--- config.mk ---
export PLATFORM = sky130hd
export DESIGN_NAME = utf8_stream_decoder
export DESIGN_NICKNAME = d
export VERILOG_FILES = /design/src/sv/usd_pkg.sv /design/src/sv/utf8_stream_decoder.sv /design/src/sv/usd_front.sv /design/src/sv/usd_queue.sv /design/src/sv/usd_back.sv
export SDC_FILE = /design/constraint.sdc
export NUM_CORES = 1
export LEC_CHECK = 0
export ABC_CLOCK_PERIOD_IN_PS = 12200
export BUFFER_PORTS_ARGS = -buffer_cell sky130_fd_sc_hd__buf_2
export CORE_MARGIN = 3
export CORE_UTILIZATION = 50
export DETAILED_ROUTE_END_ITERATION = 8
export GPL_TIMING_DRIVEN = 0
export MAX_ROUTING_LAYER = met4
export PLACE_DENSITY = 0.7
export SLEW_MARGIN = 30
export SYNTH_ARGS = -nofsm -noshare
export SYNTH_HDL_FRONTEND = slang
export SYNTH_HIERARCHICAL = 1
export SYNTH_SLANG_ARGS = --single-unit
--- constraint.sdc ---
create_clock -name clk -period 12.2 [get_ports clk]
set_input_delay 1.22 -clock clk [delete_from_list [all_inputs] [get_ports clk]]
set_output_delay 1.22 -clock clk [all_outputs]
set_load 0.01 [all_outputs]
--- src/sv/usd_pkg.sv ---
// ----------------------------------------------------------------------------
// usd_pkg
// Shared types and constants for the UTF-8 stream decoder.
// ----------------------------------------------------------------------------
package usd_pkg;

  localparam int CpW   = 22;
  localparam int ValW  = 21;

  localparam logic [CpW-1:0] CP_ERROR = 22'h3FFFFF;

  // One queue word: the results caused by one input byte (one or two).
  typedef struct packed {
    logic           two;
    logic [CpW-1:0] cp0;
    logic [CpW-1:0] cp1;
  } entry_t;

  // Smallest value that is not overlong, by sequence length minus one.
  function automatic logic [ValW-1:0] min_value(input logic [1:0] len);
    logic [ValW-1:0] m;
    case (len)
      2'd1:    m = 21'h000080;
      2'd2:    m = 21'h000800;
      2'd3:    m = 21'h010000;
      default: m = 21'h000000;
    endcase
    return m;
  endfunction

endpackage

--- src/sv/utf8_stream_decoder.sv ---
// ----------------------------------------------------------------------------
// utf8_stream_decoder
// Decodes a UTF-8 byte stream into code points, modified null accepted.
// ----------------------------------------------------------------------------
// Takes one byte per cycle while the queue is not full. Each byte gives zero,
// one or two results; the result port moves one word per cycle while
// out_ready is high, so a byte with two results occupies the output for both
// words, absorbed by a two-word queue between the classifier and the result register.
// code_point is -1 for a malformed sequence; out_run_last marks the final
// result caused by a byte. in_last ends the stream and resets the sequence state.
module utf8_stream_decoder (
  input  logic               clk,
  input  logic               rst_n,
  input  logic               in_valid,
  output logic               in_ready,
  input  logic [7:0]         in_byte,
  input  logic               in_last,
  output logic               out_valid,
  input  logic               out_ready,
  output logic signed [21:0] out_code_point,
  output logic               out_run_last
);

  logic            accept;
  logic            push;
  logic            pop;
  logic            full;
  logic            empty;
  usd_pkg::entry_t push_word;
  usd_pkg::entry_t head;

  assign in_ready = !full;
  assign accept   = in_valid && in_ready;

  usd_front u_front (
    .clk       (clk),
    .rst_n     (rst_n),
    .accept    (accept),
    .in_byte   (in_byte),
    .in_last   (in_last),
    .push      (push),
    .push_word (push_word)
  );

  usd_queue u_queue (
    .clk       (clk),
    .rst_n     (rst_n),
    .push      (push),
    .push_word (push_word),
    .pop       (pop),
    .full      (full),
    .empty     (empty),
    .head      (head)
  );

  usd_back u_back (
    .clk            (clk),
    .rst_n          (rst_n),
    .empty          (empty),
    .head           (head),
    .pop            (pop),
    .out_valid      (out_valid),
    .out_ready      (out_ready),
    .out_code_point (out_code_point),
    .out_run_last   (out_run_last)
  );

endmodule

--- src/sv/usd_front.sv ---
// ----------------------------------------------------------------------------
// usd_front
// Byte classifier and sequence tracker; builds at most one queue word per byte.
// ----------------------------------------------------------------------------
module usd_front (
  input  logic                clk,
  input  logic                rst_n,
  input  logic                accept,
  input  logic [7:0]          in_byte,
  input  logic                in_last,
  output logic                push,
  output usd_pkg::entry_t     push_word
);

  logic [1:0]  rem_r, rem_nxt;
  logic [20:0] part_r, part_nxt;
  logic [1:0]  len_r, len_nxt;
  logic        drop_r, drop_nxt;

  logic        cont;
  logic [20:0] shifted;
  logic [3:0]  c_v;
  logic [21:0] c_d [4];
  logic [1:0]  cnt;
  logic [21:0] cp0, cp1;
  logic        bad;

  assign cont    = (in_byte[7:6] == 2'b10);
  assign shifted = {part_r[14:0], in_byte[5:0]};
  assign bad     = (shifted < usd_pkg::min_value(len_r)) &&
                   !(len_r == 2'd1 && shifted == 21'd0);

  always_comb begin
    rem_nxt  = rem_r;
    part_nxt = part_r;
    len_nxt  = len_r;
    drop_nxt = drop_r;
    c_v      = '0;
    for (int i = 0; i < 4; i++) c_d[i] = usd_pkg::CP_ERROR;

    if (cont) begin
      if (rem_r != 2'd0) begin
        part_nxt = shifted;
        rem_nxt  = rem_r - 2'd1;
        if (rem_r == 2'd1) begin
          c_v[0] = 1'b1;
          c_d[0] = bad ? usd_pkg::CP_ERROR : {1'b0, shifted};
        end
      end else if (!drop_r) begin
        drop_nxt = 1'b1;
        c_v[0]   = 1'b1;
      end
    end else begin
      if (rem_r != 2'd0) begin
        rem_nxt = 2'd0;
        c_v[1]  = 1'b1;
      end
      drop_nxt = 1'b1;
      unique case (1'b1)
        !in_byte[7]: begin
          c_v[2] = 1'b1;
          c_d[2] = {14'd0, in_byte};
        end
        in_byte[7:5] == 3'b110: begin
          len_nxt = 2'd1; rem_nxt = 2'd1; part_nxt = {16'd0, in_byte[4:0]};
        end
        in_byte[7:4] == 4'b1110: begin
          len_nxt = 2'd2; rem_nxt = 2'd2; part_nxt = {17'd0, in_byte[3:0]};
        end
        in_byte[7:3] == 5'b11110: begin
          len_nxt = 2'd3; rem_nxt = 2'd3; part_nxt = {18'd0, in_byte[2:0]};
        end
        default: c_v[2] = 1'b1;
      endcase
    end

    if (in_last) begin
      c_v[3]   = (rem_nxt != 2'd0);
      rem_nxt  = 2'd0;
      part_nxt = '0;
      len_nxt  = 2'd0;
      drop_nxt = 1'b0;
    end
  end

  always_comb begin
    cnt = 2'd0;
    cp0 = usd_pkg::CP_ERROR;
    cp1 = usd_pkg::CP_ERROR;
    for (int i = 0; i < 4; i++) begin
      if (c_v[i]) begin
        if (cnt == 2'd0) cp0 = c_d[i];
        else if (cnt == 2'd1) cp1 = c_d[i];
        if (cnt != 2'd2) cnt = cnt + 2'd1;
      end
    end
  end

  assign push           = accept && (cnt != 2'd0);
  assign push_word.two  = (cnt == 2'd2);
  assign push_word.cp0  = cp0;
  assign push_word.cp1  = cp1;

  always_ff @(posedge clk) begin
    if (!rst_n) begin
      rem_r  <= 2'd0;
      part_r <= '0;
      len_r  <= 2'd0;
      drop_r <= 1'b0;
    end else if (accept) begin
      rem_r  <= rem_nxt;
      part_r <= part_nxt;
      len_r  <= len_nxt;
      drop_r <= drop_nxt;
    end
  end

endmodule

--- src/sv/usd_queue.sv ---
// ----------------------------------------------------------------------------
// usd_queue
// Two-word queue between the classifier and the result stage.
// ----------------------------------------------------------------------------
module usd_queue (
  input  logic                clk,
  input  logic                rst_n,
  input  logic                push,
  input  usd_pkg::entry_t     push_word,
  input  logic                pop,
  output logic                full,
  output logic                empty,
  output usd_pkg::entry_t     head
);

  usd_pkg::entry_t mem_r [2];
  logic       wr_ptr_r, wr_ptr_nxt;
  logic       rd_ptr_r, rd_ptr_nxt;
  logic [1:0] count_r, count_nxt;

  assign full  = (count_r == 2'd2);
  assign empty = (count_r == 2'd0);
  assign head  = mem_r[rd_ptr_r];

  always_comb begin
    wr_ptr_nxt = push ? ~wr_ptr_r : wr_ptr_r;
    rd_ptr_nxt = pop ? ~rd_ptr_r : rd_ptr_r;
    count_nxt  = count_r + {1'b0, push} - {1'b0, pop};
  end

  always_ff @(posedge clk) begin
    if (push) mem_r[wr_ptr_r] <= push_word;
  end

  always_ff @(posedge clk) begin
    if (!rst_n) begin
      wr_ptr_r <= 1'b0;
      rd_ptr_r <= 1'b0;
      count_r  <= 2'd0;
    end else begin
      wr_ptr_r <= wr_ptr_nxt;
      rd_ptr_r <= rd_ptr_nxt;
      count_r  <= count_nxt;
    end
  end

`ifndef SYNTH
  a_count_max: assert property (@(posedge clk) disable iff (!rst_n)
    count_r <= 2'd2) else $error("queue count overflow");
  a_no_push_full: assert property (@(posedge clk) disable iff (!rst_n)
    full |-> !push) else $error("push into full queue");
  a_no_pop_empty: assert property (@(posedge clk) disable iff (!rst_n)
    empty |-> !pop) else $error("pop from empty queue");
`endif

endmodule

--- src/sv/usd_back.sv ---
// ----------------------------------------------------------------------------
// usd_back
// Result stage: unpacks queue words into single results on the output.
// ----------------------------------------------------------------------------
module usd_back (
  input  logic                clk,
  input  logic                rst_n,
  input  logic                empty,
  input  usd_pkg::entry_t     head,
  output logic                pop,
  output logic                out_valid,
  input  logic                out_ready,
  output logic signed [21:0]  out_code_point,
  output logic                out_run_last
);

  logic        valid_r, valid_nxt;
  logic        pend_r, pend_nxt;
  logic [21:0] cp_r, cp_nxt;
  logic [21:0] second_r, second_nxt;
  logic        last_r, last_nxt;
  logic        load;

  assign load = !valid_r || out_ready;
  assign pop  = load && !pend_r && !empty;

  always_comb begin
    valid_nxt  = valid_r;
    pend_nxt   = pend_r;
    cp_nxt     = cp_r;
    second_nxt = second_r;
    last_nxt   = last_r;
    if (load) begin
      if (pend_r) begin
        valid_nxt = 1'b1;
        pend_nxt  = 1'b0;
        cp_nxt    = second_r;
        last_nxt  = 1'b1;
      end else if (!empty) begin
        valid_nxt  = 1'b1;
        pend_nxt   = head.two;
        cp_nxt     = head.cp0;
        second_nxt = head.cp1;
        last_nxt   = !head.two;
      end else begin
        valid_nxt = 1'b0;
      end
    end
  end

  always_ff @(posedge clk) begin
    cp_r     <= cp_nxt;
    second_r <= second_nxt;
    last_r   <= last_nxt;
  end

  always_ff @(posedge clk) begin
    if (!rst_n) begin
      valid_r <= 1'b0;
      pend_r  <= 1'b0;
    end else begin
      valid_r <= valid_nxt;
      pend_r  <= pend_nxt;
    end
  end

  assign out_valid      = valid_r;
  assign out_code_point = cp_r;
  assign out_run_last   = last_r;

`ifndef SYNTH
  a_pend_shown: assert property (@(posedge clk) disable iff (!rst_n)
    pend_r |-> valid_r) else $error("second result pending without output");
  a_pend_not_last: assert property (@(posedge clk) disable iff (!rst_n)
    pend_r |-> !last_r) else $error("first of two results marked final");
`endif

endmodule

==> results of run 1 <==
==> registers in the layout (all words and copies together) (netlist names), named ones only <==
register / cells
u_queue/mem_r: 90
u_back/out_code_point: 22
u_back/second_r: 22
u_front/part_r: 15
u_front/len_r: 2
u_front/rem_r: 2
u_queue/count_r: 2
u_back/out_run_last: 1
u_back/out_valid: 1
u_back/pend_r: 1
u_front/drop_r: 1
u_queue/rd_ptr_r: 1
u_queue/wr_ptr_r: 1
==> where the power goes <==
part / switching, mW / internal, mW / leakage (nW)
combinational: 0.191 / 0.186 / 1.11
sequential: 0.0224 / 0.724 / 1.38
clock: 0.195 / 0.308 / 0.281
total: 0.408 / 1.22 / 2.78
==> cell families after synthesis <==
logic type,count (synthesis),share of synthesized area [%]
AOI/OAI and AO/OA,64,7.190
DFF,162,67.87
adders and majority gates,6,1.109
buffers and inverters,38,4.529
and+or+nand+nor,68,5.342
xor gates and xnor gates,3,0.5915
muxes,67,13.36
==> final timing paths <==
| path | to | slack, ns | cells after the start |
|---|---|---|---|
| worst max-delay path | u_queue/mem_r[0][13]$_DFFE_PP_ | 8.39 | 11 |
| worst max register to register | u_queue/mem_r[0][13]$_DFFE_PP_ | 8.74 | 12 |
| worst min-delay path | u_front/drop_r$_SDFFE_PN0P_ | 0.48 | 2 |
| worst min register to register | u_front/drop_r$_SDFFE_PN0P_ | 0.48 | 2 |
==> per-stage QoR <==
| step | area [µm²] | power [mW] |
|---|---|---|
| 5_1_grt | 7886 | 1.696 |
| 6_report | 7886 | 1.627 |
| 4_1_cts | 7886 | 1.646 |
| 3_5_place_dp | 7321 | 1.142 |
| 2_1_floorplan | 6769 | 1.006 |
| 3_3_place_gp | 7169 | 1.103 |
==> layer usage <==
metal,global-route usage [%],wire length (µm),vias up
met5,-,0,-
met1,21.38,5178,1721
met4,7.628,287,0
met2,26.49,5614,105
met3,4.147,499,30
li1,-,-,1667
==> cells in the mapped netlist (2+ instances only) <==
cell type	number	area [µm²]
nand3_1	3	15.01
mux2_4	40	600.6
mux2_2	27	304.0
buf_6	6	67.56
inv_1	8	30.03
o211ai_1	2	15.01
a21o_1	6	45.04
buf_4	14	105.1
or3_1	7	43.79
and2_1	6	37.54
nor4_1	2	12.51
nand2b_1	2	12.51
nor3_1	2	10.01
o21a_1	17	127.6
o21ai_0	8	40.04
nor2_1	9	33.78
clkbuf_1	5	18.77
edfxtp_1	135	4054
nand3b_1	2	15.01
or4_1	3	22.52
ha_1	6	75.07
a21boi_0	3	22.52
a21oi_1	5	25.02
nand2_1	18	67.56
a22o_1	14	122.6
dfxtp_1	27	540.5
buf_12	4	80.08
nor2b_1	10	62.56
==> critical path: stages <==
cell	delay [ns]
buf_2	0.13
clkbuf_1	0.34
o21ai_0	0.31
xnor2_1	0.30
ha_1	0.28
nor3b_1	0.14
a21oi_1	0.12
o21a_1	0.19
nor2b_4	0.48
buf_16	0.22
buf_16	0.17
==> area by class of cell <==
type	instances	area [µm²]
fillers	979	5041
inverters	8	30.03
flip-flops and latches	162	4594
well taps	172	215.2
clock inverters	5	51.30
clock buffers	27	514.2
plain buffers	30	276.5
repair buffers	44	310.3
multi-input cells	208	1894
==> results.sh, run 1 <==
export IMPL_firstDrtPassIters=5
export IMPL_cts_setup_buffers=0
export IMPL_crit_path_start_kind="input port"
export IMPL_final_cells=656
export IMPL_ys_warnings_count=6
export IMPL_power_leakage_nw=2.775
export IMPL_cp_max_fo=18
export IMPL_first_iter_violations=259
export IMPL_fin_ws_ns=8.393
export IMPL_io_buffers=37
export IMPL_fmaxAchievable_ghz=0.2627
export IMPL_ant_nets=0
export IMPL_synth_flop_cell="edfxtp_1"
export IMPL_die_w_um=122.4
export IMPL_die_h_um=122.4
export IMPL_startpoint="in_byte[7]"
export IMPL_synth_cells=408
export IMPL_fp_coreArea_um2=12930
export IMPL_die_area_um2=14970
export IMPL_outcome="completed"
export IMPL_layout_nets=490
export IMPL_dp_hpwl_mm=7.764
export IMPL_grt_pass1_wl_mm=18.29
export IMPL_arrival_ns=3.93
export IMPL_cap_violations=0
export IMPL_hold_path_class="reg -> reg"
export IMPL_gp_congestion=0.9289
export IMPL_final_core_util_pct=61.00
export IMPL_hold_viol=0
export IMPL_synthDistinctLibCells=45
export IMPL_layout_common_cells="135 x edfxtp_1, 40 x mux2_4, 38 x buf_2"
export IMPL_grt_use_total_pct=17.05
export IMPL_cts_made_buffers=17
export IMPL_cts_sinks=162
export IMPL_diodes=0
export IMPL_io_pins=38
export IMPL_insertion_delay_ns=0.42
export IMPL_tns_ns=0
export IMPL_clk_pin_slew_ns=0.06
export IMPL_drive_gt1_share_pct=35.33
export IMPL_avgViaCountPerCell=5.370
export IMPL_critPathKind="in -> reg"
export IMPL_worstMarginPinSlew_ns=0.6793
export IMPL_cts_resized_gates=0
export IMPL_slew_headroom_pct=54.55
export IMPL_dp_cells=624
export IMPL_syn2layout_area_growth_pct=16.51
export IMPL_ir_worst_vdd_v=0.00008775
export IMPL_timing_final_max_slew_violations=0
export IMPL_final_common_cell="edfxtp_1"
export IMPL_p_per_area_nw_per_um2=206.3
export IMPL_ys_ff_latch=162
export IMPL_synth_edf_count=135
export IMPL_grt_pass1_vias=3445
export IMPL_setup_violations=0
export IMPL_wire_per_inst_um=17.65
export IMPL_grt_overflow=0
export IMPL_crit_required_ns=12.32
export IMPL_hold_slack_ns=0.4761
export IMPL_antenna_found_initial=0
export IMPL_avgSynthCellArea_um2=16.59
export IMPL_synth_area_um2=6769
export IMPL_cts_tree="built"
export IMPL_cts_buffer_depth=2
export IMPL_rsz0062_at_grt="no"
export IMPL_clockRootBuffer="clkbuf_16"
export IMPL_skew_ns=0.007050
export IMPL_hold_buffers=0
export IMPL_rows=41
export IMPL_drcViolationCount=0
export IMPL_wirelength_mm=11.58
export IMPL_grt_max_degree=28
export IMPL_endpoint_kind="flop"
export IMPL_dp_slack_ns=7.988
export IMPL_hold_path_startpoint="u_front/drop_r$_SDFFE_PN0P_"
export IMPL_htreeDepth=4
export IMPL_syn_num_nets=427
export IMPL_synth_async_reset_ratio_pct=0
export IMPL_seq_area_frac_synth_pct=67.87
export IMPL_fin_crit_sh_pct=31.20
export IMPL_vias=3523
export IMPL_initial_core_util_pct=52.36
export IMPL_reg2reg_from="u_front/rem_r[1]$_SDFFE_PN0P_"
export IMPL_min_period_ns=3.807
No activity file was read; power rests on OpenSTA's default activity.
==> run 2, diff against run 1 <==
--- a/config.mk
+++ b/config.mk
@@ -5,14 +5,14 @@
 export SDC_FILE = /design/constraint.sdc
 export NUM_CORES = 1
 export LEC_CHECK = 0
-export ABC_CLOCK_PERIOD_IN_PS = 12200
+export ABC_CLOCK_PERIOD_IN_PS = 3300
 export BUFFER_PORTS_ARGS = -buffer_cell sky130_fd_sc_hd__buf_2
 export CORE_MARGIN = 3
 export CORE_UTILIZATION = 50
 export DETAILED_ROUTE_END_ITERATION = 8
 export GPL_TIMING_DRIVEN = 0
 export MAX_ROUTING_LAYER = met4
-export PLACE_DENSITY = 0.7
+export PLACE_DENSITY = 0.73
 export SLEW_MARGIN = 30
 export SYNTH_ARGS = -nofsm -noshare
 export SYNTH_HDL_FRONTEND = slang
==> constraint.sdc (replaced) <==
create_clock -name clk -period 3.3 [get_ports clk]
set_input_delay 0.33 -clock clk [delete_from_list [all_inputs] [get_ports clk]]
set_output_delay 0.33 -clock clk [all_outputs]
set_load 0.01 [all_outputs]
==> run 2 against run 1 <==
Sequential share of layout area down 0.58 points. Hold slack worse by 0.26 ns. Die area unchanged. Routed wire length up 1.3%. Critical path depth unchanged. Clock skew up 0.0011 ns. Count of clock-buffer cells in the layout down 4. Final cell count up 0.46%. Clock power rose to 4.0 times the previous value. Largest cell class unchanged.
==> results.sh, run 2 (same netlist as run 1, synthesis figures left out) <==
export IMPL_cts_buffer_depth=2
export IMPL_io_pins=38
export IMPL_multi_input_area_um2=1906
export IMPL_hold_buffers=0
export IMPL_antenna_found_initial=0
export IMPL_fin_crit_sh_pct=94.38
export IMPL_regArea_um2=4594
export IMPL_p_per_area_nw_per_um2=773.2
export IMPL_grt_overflow=0
export IMPL_hold_depth=2
export IMPL_first_iter_violations=268
export IMPL_crit_path_start_kind="flop"
export IMPL_clk_pin_slew_ns=0.06
export IMPL_vias=3548
export IMPL_drcViolationCount=0
export IMPL_power_leakage_nw=2.800
export IMPL_finalInstanceArea_um2=7965
export IMPL_worstMarginPinSlew_ns=0.7026
export IMPL_nFillCells=950
export IMPL_layout_common_cells="135 x edfxtp_1, 40 x mux2_4, 38 x buf_2"
export IMPL_outcome="completed"
export IMPL_insertion_delay_ns=0.42
export IMPL_gp_congestion=0.8578
export IMPL_slew_headroom_pct=52.99
export IMPL_endpoint_kind="flop"
export IMPL_wirelength_mm=11.73
export IMPL_timing_final_max_slew_violations=0
export IMPL_largest_reg_flops=90
export IMPL_dp_hpwl_mm=7.699
export IMPL_postPlaceCellArea_um2=7301
export IMPL_fp_coreArea_um2=12930
export IMPL_die_area_um2=14970
export IMPL_clockRootBuffer="clkbuf_16"
export IMPL_cts_sinks=162
export IMPL_initial_core_util_pct=52.36
export IMPL_drive_gt1_share_pct=36.96
export IMPL_ir_worst_vdd_v=0.0003127
export IMPL_largest_register="u_queue/mem_r"
export IMPL_grt_pass1_vias=3512
export IMPL_finalPower_mw=6.159
export IMPL_die_h_um=122.4
export IMPL_io_buffers=37
export IMPL_fmaxAchievable_ghz=0.3211
export IMPL_cts_made_buffers=17
export IMPL_critPathKind="reg -> reg"
export IMPL_rr_worst_depth=11
export IMPL_tns_ns=0
export IMPL_layout_nets=493
export IMPL_wire_per_inst_um=17.80
export IMPL_skew_ns=0.008112
export IMPL_setup_violations=0
export IMPL_htreeDepth=4
export IMPL_hold_viol=0
export IMPL_arrival_ns=3.23
export IMPL_grt_use_total_pct=16.96
export IMPL_die_w_um=122.4
export IMPL_syn2layout_area_growth_pct=17.67
export IMPL_rows=41
export IMPL_grt_max_degree=46
export IMPL_avgViaCountPerCell=5.384
export IMPL_cap_violations=0
export IMPL_final_core_util_pct=61.61
export IMPL_final_common_cell="edfxtp_1"
export IMPL_cts_tree="built"
export IMPL_grt_pass1_wl_mm=18.35
export IMPL_crit_required_ns=3.42
export IMPL_cp_max_fo=23
export IMPL_min_period_ns=3.115
export IMPL_diodes=0
export IMPL_firstDrtPassIters=4
export IMPL_rsz0062_at_grt="no"
export IMPL_ant_nets=0
export IMPL_hold_path_class="in -> reg"
run 2: cell types whose count changed in the layout (fill, tap and decap cells not counted), moves of 2 or more:
cell,change
buf_4,+3
clkbuf_1,-6
clkbuf_16,+2
clkinv_2,-3
clkinvlp_4,+5
run 2: final cells by class:
| cell class | instances | area share, % |
|---|---|---|
| buffer | 30 | 3.472 |
| clock buffer | 23 | 6.802 |
| clock inverter | 9 | 1.115 |
| inverter | 8 | 0.3770 |
| multi-input combinational | 209 | 23.92 |
| sequential | 162 | 57.68 |
| tap | 172 | 2.702 |
| timing repair buffer | 46 | 3.927 |
run 2: stage by stage:
step	hold slack, ns	instances	setup slack, ns
after floorplan	0.4316	408	0.3229
after global placement	0.4528	617	-0.5215
after detailed placement	0.4910	623	0.08093
after CTS	0.1959	655	0.04797
after global routing	0.2022	659	0.02678
final	0.2188	659	0.1855
run 2: final timing paths:
path / start / end / slack [ns]
worst min-delay path: in_byte[2] / u_front/part_r[2]$_SDFFE_PN0P_ / 0.22
worst max register to register: u_front/rem_r[1]$_SDFFE_PN0P_ / u_queue/mem_r[0][7]$_DFFE_PP_ / 0.19
worst min register to register: u_front/len_r[1]$_SDFFE_PN0P_ / u_front/len_r[1]$_SDFFE_PN0P_ / 0.50
worst max-delay path: u_front/rem_r[1]$_SDFFE_PN0P_ / u_queue/mem_r[0][7]$_DFFE_PP_ / 0.19
run 2: critical path, cell delays in order, from the launching register on:
cell and delay, ns:
dfxtp_1 0.29, clkbuf_1 0.19, nor2_2 0.35, o21ai_0 0.19
nand2_1 0.15, xnor2_1 0.10, ha_1 0.35, nor3b_1 0.15
a21oi_1 0.15, o21a_1 0.29, nor2b_4 0.37, buf_16 0.21
run 2: per-layer routing:
metal  wire [µm]  global-route usage, %  up-vias
met5           0                      -        -
met4         169                  5.738        0
met3         513                  5.069       12
met2        6113                  28.17       86
met1        4931                  19.83     1771
li1            -                      -     1679
run 2: power breakdown:
| part | switching, mW | internal (mW) |
|---|---|---|
| logic | 0.705 | 0.696 |
| registers | 0.0829 | 2.68 |
| clock network | 0.764 | 1.23 |
| total | 1.55 | 4.61 |
run 2: timing repair:
action	CTS	global route
gates resized for setup	0	2
setup endpoints to repair	0	85
hold endpoints to repair	0	0
setup buffers	0	3
==> run 3, diff against run 2 <==
--- a/config.mk
+++ b/config.mk
@@ -5,6 +5,7 @@
 export SDC_FILE = /design/constraint.sdc
 export NUM_CORES = 1
 export LEC_CHECK = 0
+export ABC_AREA = 1
 export ABC_CLOCK_PERIOD_IN_PS = 3300
 export BUFFER_PORTS_ARGS = -buffer_cell sky130_fd_sc_hd__buf_2
 export CORE_MARGIN = 3
==> run 3 against run 2 <==
Critical path depth increased by 4. Flip-flop and latch count unchanged. Die area increased by 8.9%. Hold slack improved by 0.0096 ns. Core utilization decreased by 1.9 points. Fmax increased by 1.5%. Sequential share of layout area decreased by 3.5 points. Global-route usage increased by 2.4 points. Final cell count increased by 31%. Critical path type unchanged. Largest power group unchanged. Highest routed layer unchanged.
==> results.sh, run 3 <==
export IMPL_synth_cells=612
export IMPL_layout_common_cells="135 x edfxtp_1, 132 x nand2_1, 45 x nor2_1"
export IMPL_skew_ns=0.007116
export IMPL_synth_area_um2=7406
export IMPL_drcViolationCount=0
export IMPL_rsz0062_at_grt="no"
export IMPL_ys_ff_latch=162
export IMPL_antenna_found_initial=0
export IMPL_grt_pass1_vias=4551
export IMPL_insertion_delay_ns=0.42
export IMPL_cts_sinks=162
export IMPL_crit_required_ns=3.42
export IMPL_min_period_ns=3.070
export IMPL_final_common_cell="edfxtp_1"
export IMPL_grt_max_degree=26
export IMPL_diodes=0
export IMPL_synthMuxAreaShare_pct=8.870
export IMPL_firstDrtPassIters=4
export IMPL_multi_input_area_um2=2340
export IMPL_hold_viol=0
export IMPL_p_per_area_nw_per_um2=817.7
export IMPL_ys_warnings_count=6
export IMPL_die_area_um2=16310
export IMPL_final_cells=864
export IMPL_cts_made_buffers=17
export IMPL_syn_num_nets=631
export IMPL_yosysMostFrequentCell="edfxtp_1"
export IMPL_avgViaCountPerCell=5.192
export IMPL_synth_flop_cell="edfxtp_1"
export IMPL_wire_per_inst_um=16.65
export IMPL_path_common_cell="nor2_2"
export IMPL_power_leakage_nw=3.250
export IMPL_dp_hpwl_mm=10.02
export IMPL_grt_pass1_wl_mm=23.43
export IMPL_synthSimpleGateAreaFrac_pct=17.10
export IMPL_htreeDepth=4
export IMPL_synthDistinctLibCells=36
export IMPL_synth_edf_count=135
export IMPL_worstMarginPinSlew_ns=0.6641
export IMPL_wirelength_mm=14.39
export IMPL_syn2layout_area_growth_pct=14.55
export IMPL_drive_gt1_share_pct=30.26
export IMPL_finalInstanceArea_um2=8483
export IMPL_endpoint_kind="flop"
export IMPL_cts_resized_gates=1
export IMPL_fp_coreArea_um2=14200
export IMPL_cp_max_fo=22
export IMPL_arrival_ns=3.19
export IMPL_hold_path_class="in -> reg"
export IMPL_layout_nets=691
export IMPL_vias=4486
export IMPL_crit_chain="nor2_1 > nor2_2 > nor2_8 > nand2_4 > buf_6 > nand2_4 > ha_1 > nand3b_1 > nand2_1 > nor2_2 > nor2_2 > inv_1 > nor2_4 > buf_16 > buf_16"
export IMPL_cap_violations=0
export IMPL_timing_final_max_slew_violations=0
export IMPL_synth_async_reset_ratio_pct=0
export IMPL_grt_use_total_pct=19.35
export IMPL_initial_core_util_pct=52.14
export IMPL_synth_top_area_share_pct=54.74
export IMPL_clockRootBuffer="clkbuf_16"
export IMPL_die_w_um=127.7
export IMPL_gp_congestion=0.8773
export IMPL_cts_setup_buffers=0
export IMPL_fin_crit_sh_pct=93.03
export IMPL_synth_top_family_by_area="simple AND/OR/NAND/NOR gates"
export IMPL_first_iter_violations=352
export IMPL_clk_pin_slew_ns=0.06
export IMPL_nFillCells=1177
export IMPL_avgSynthCellArea_um2=12.10
export IMPL_cp_top_family="simple AND/OR/NAND/NOR gates"
export IMPL_io_buffers=36
export IMPL_slowest_stage="dfxtp_1"
export IMPL_rrSetupSlack_ns=0.23
export IMPL_cts_buffer_depth=2
export IMPL_dp_cells=833
export IMPL_synthTopCellsByCount="135 x edfxtp_1, 132 x nand2_1, 47 x nor2_1"
export IMPL_setup_violations=0
export IMPL_post_synth_top_area_cell="edfxtp_1"
export IMPL_rows=43
export IMPL_outcome="completed"
export IMPL_slew_headroom_pct=55.73
export IMPL_largest_register="u_queue/mem_r"
export IMPL_ant_nets=0
export IMPL_die_h_um=127.7
export IMPL_io_pins=38
export IMPL_seq_area_frac_synth_pct=62.04
export IMPL_cts_tree="built"
export IMPL_critPathKind="reg -> reg"
export IMPL_final_core_util_pct=59.73
export IMPL_largest_reg_flops=90
export IMPL_synth_adder_area_share_pct=1.014
export IMPL_regArea_um2=4594
export IMPL_hold_buffers=0
export IMPL_ir_worst_vdd_v=0.0004260
export IMPL_synth_compound_area_share_pct=4.410
export IMPL_postPlaceCellArea_um2=7914
export IMPL_cp_buffers_inverters=4
export IMPL_ys_top_cells_by_area="edfxtp_1 55%, mux2_4 8.1%, dfxtp_1 7.3%"
export IMPL_hold_slack_ns=0.2283
export IMPL_fmaxAchievable_ghz=0.3257
export IMPL_crit_path_start_kind="flop"
export IMPL_synth_xor_area_share_pct=0
export IMPL_slowest_delay_ns=0.44
export IMPL_grt_overflow=0
[run 3: area by class of cell]
cell class / count / area share (%)
multi-input combinational: 377 / 27.58
clock buffer: 18 / 5.059
buffer: 37 / 4.027
clock inverter: 13 / 1.593
timing repair buffer: 41 / 3.186
tap: 180 / 2.655
inverter: 36 / 1.740
sequential: 162 / 54.16
[run 3: cell families (layout without fill, tap and decap cells)]
group / count (synthesis) / after routing
AO/OA/AOI/OAI: 56 / 56
adder cells (fa/ha/maj): 6 / 6
buffers and inverters: 73 / 145
flip-flops: 162 / 162
multiplexers: 45 / 45
AND/OR/NAND/NOR: 270 / 270
[run 3: final timing paths]
| path | start | end | cells past startpoint |
|---|---|---|---|
| worst min-delay path | rst_n | u_queue/count_r[0]$_SDFF_PN0_ | 3 |
| worst min register to register | u_front/part_r[13]$_SDFFE_PN0P_ | u_front/part_r[13]$_SDFFE_PN0P_ | 2 |
| worst max-delay path | u_front/rem_r[0]$_SDFFE_PN0P_ | u_queue/mem_r[0][6]$_DFFE_PP_ | 15 |
| worst max register to register | u_front/rem_r[0]$_SDFFE_PN0P_ | u_queue/mem_r[0][6]$_DFFE_PP_ | 15 |
[run 3: power by group]
part           internal (mW)  switching (mW)  total (mW)
combinational          0.892            1.17        2.07
clock                   1.11           0.762        1.87
sequential              2.85           0.154        3.00
total                   4.85            2.09        6.94
[run 3: metrics by stage]
stage / power [mW] / setup TNS (ns) / setup WS (ns)
floorplan: 4.492 / 0 / 0.09245
global placement: 4.986 / -68.35 / -0.8980
detailed placement: 5.121 / -6.174 / -0.1793
CTS: 7.003 / 0 / 0.07626
global route: 7.295 / 0 / 0.04576
finish: 6.937 / 0 / 0.2301
[run 3: tightest hold or removal path, cell delays in order]
cell and delay [ns]:
buf_2 0.16, nand2_1 0.07, inv_1 0.03
[run 3: per-layer routing]
metal	vias up	track usage (%)	routed length, µm
met5	-	-	0
met4	0	5.805	204
met3	20	4.333	533
met2	95	32.42	7296
met1	2155	23.66	6352
li1	2216	-	-
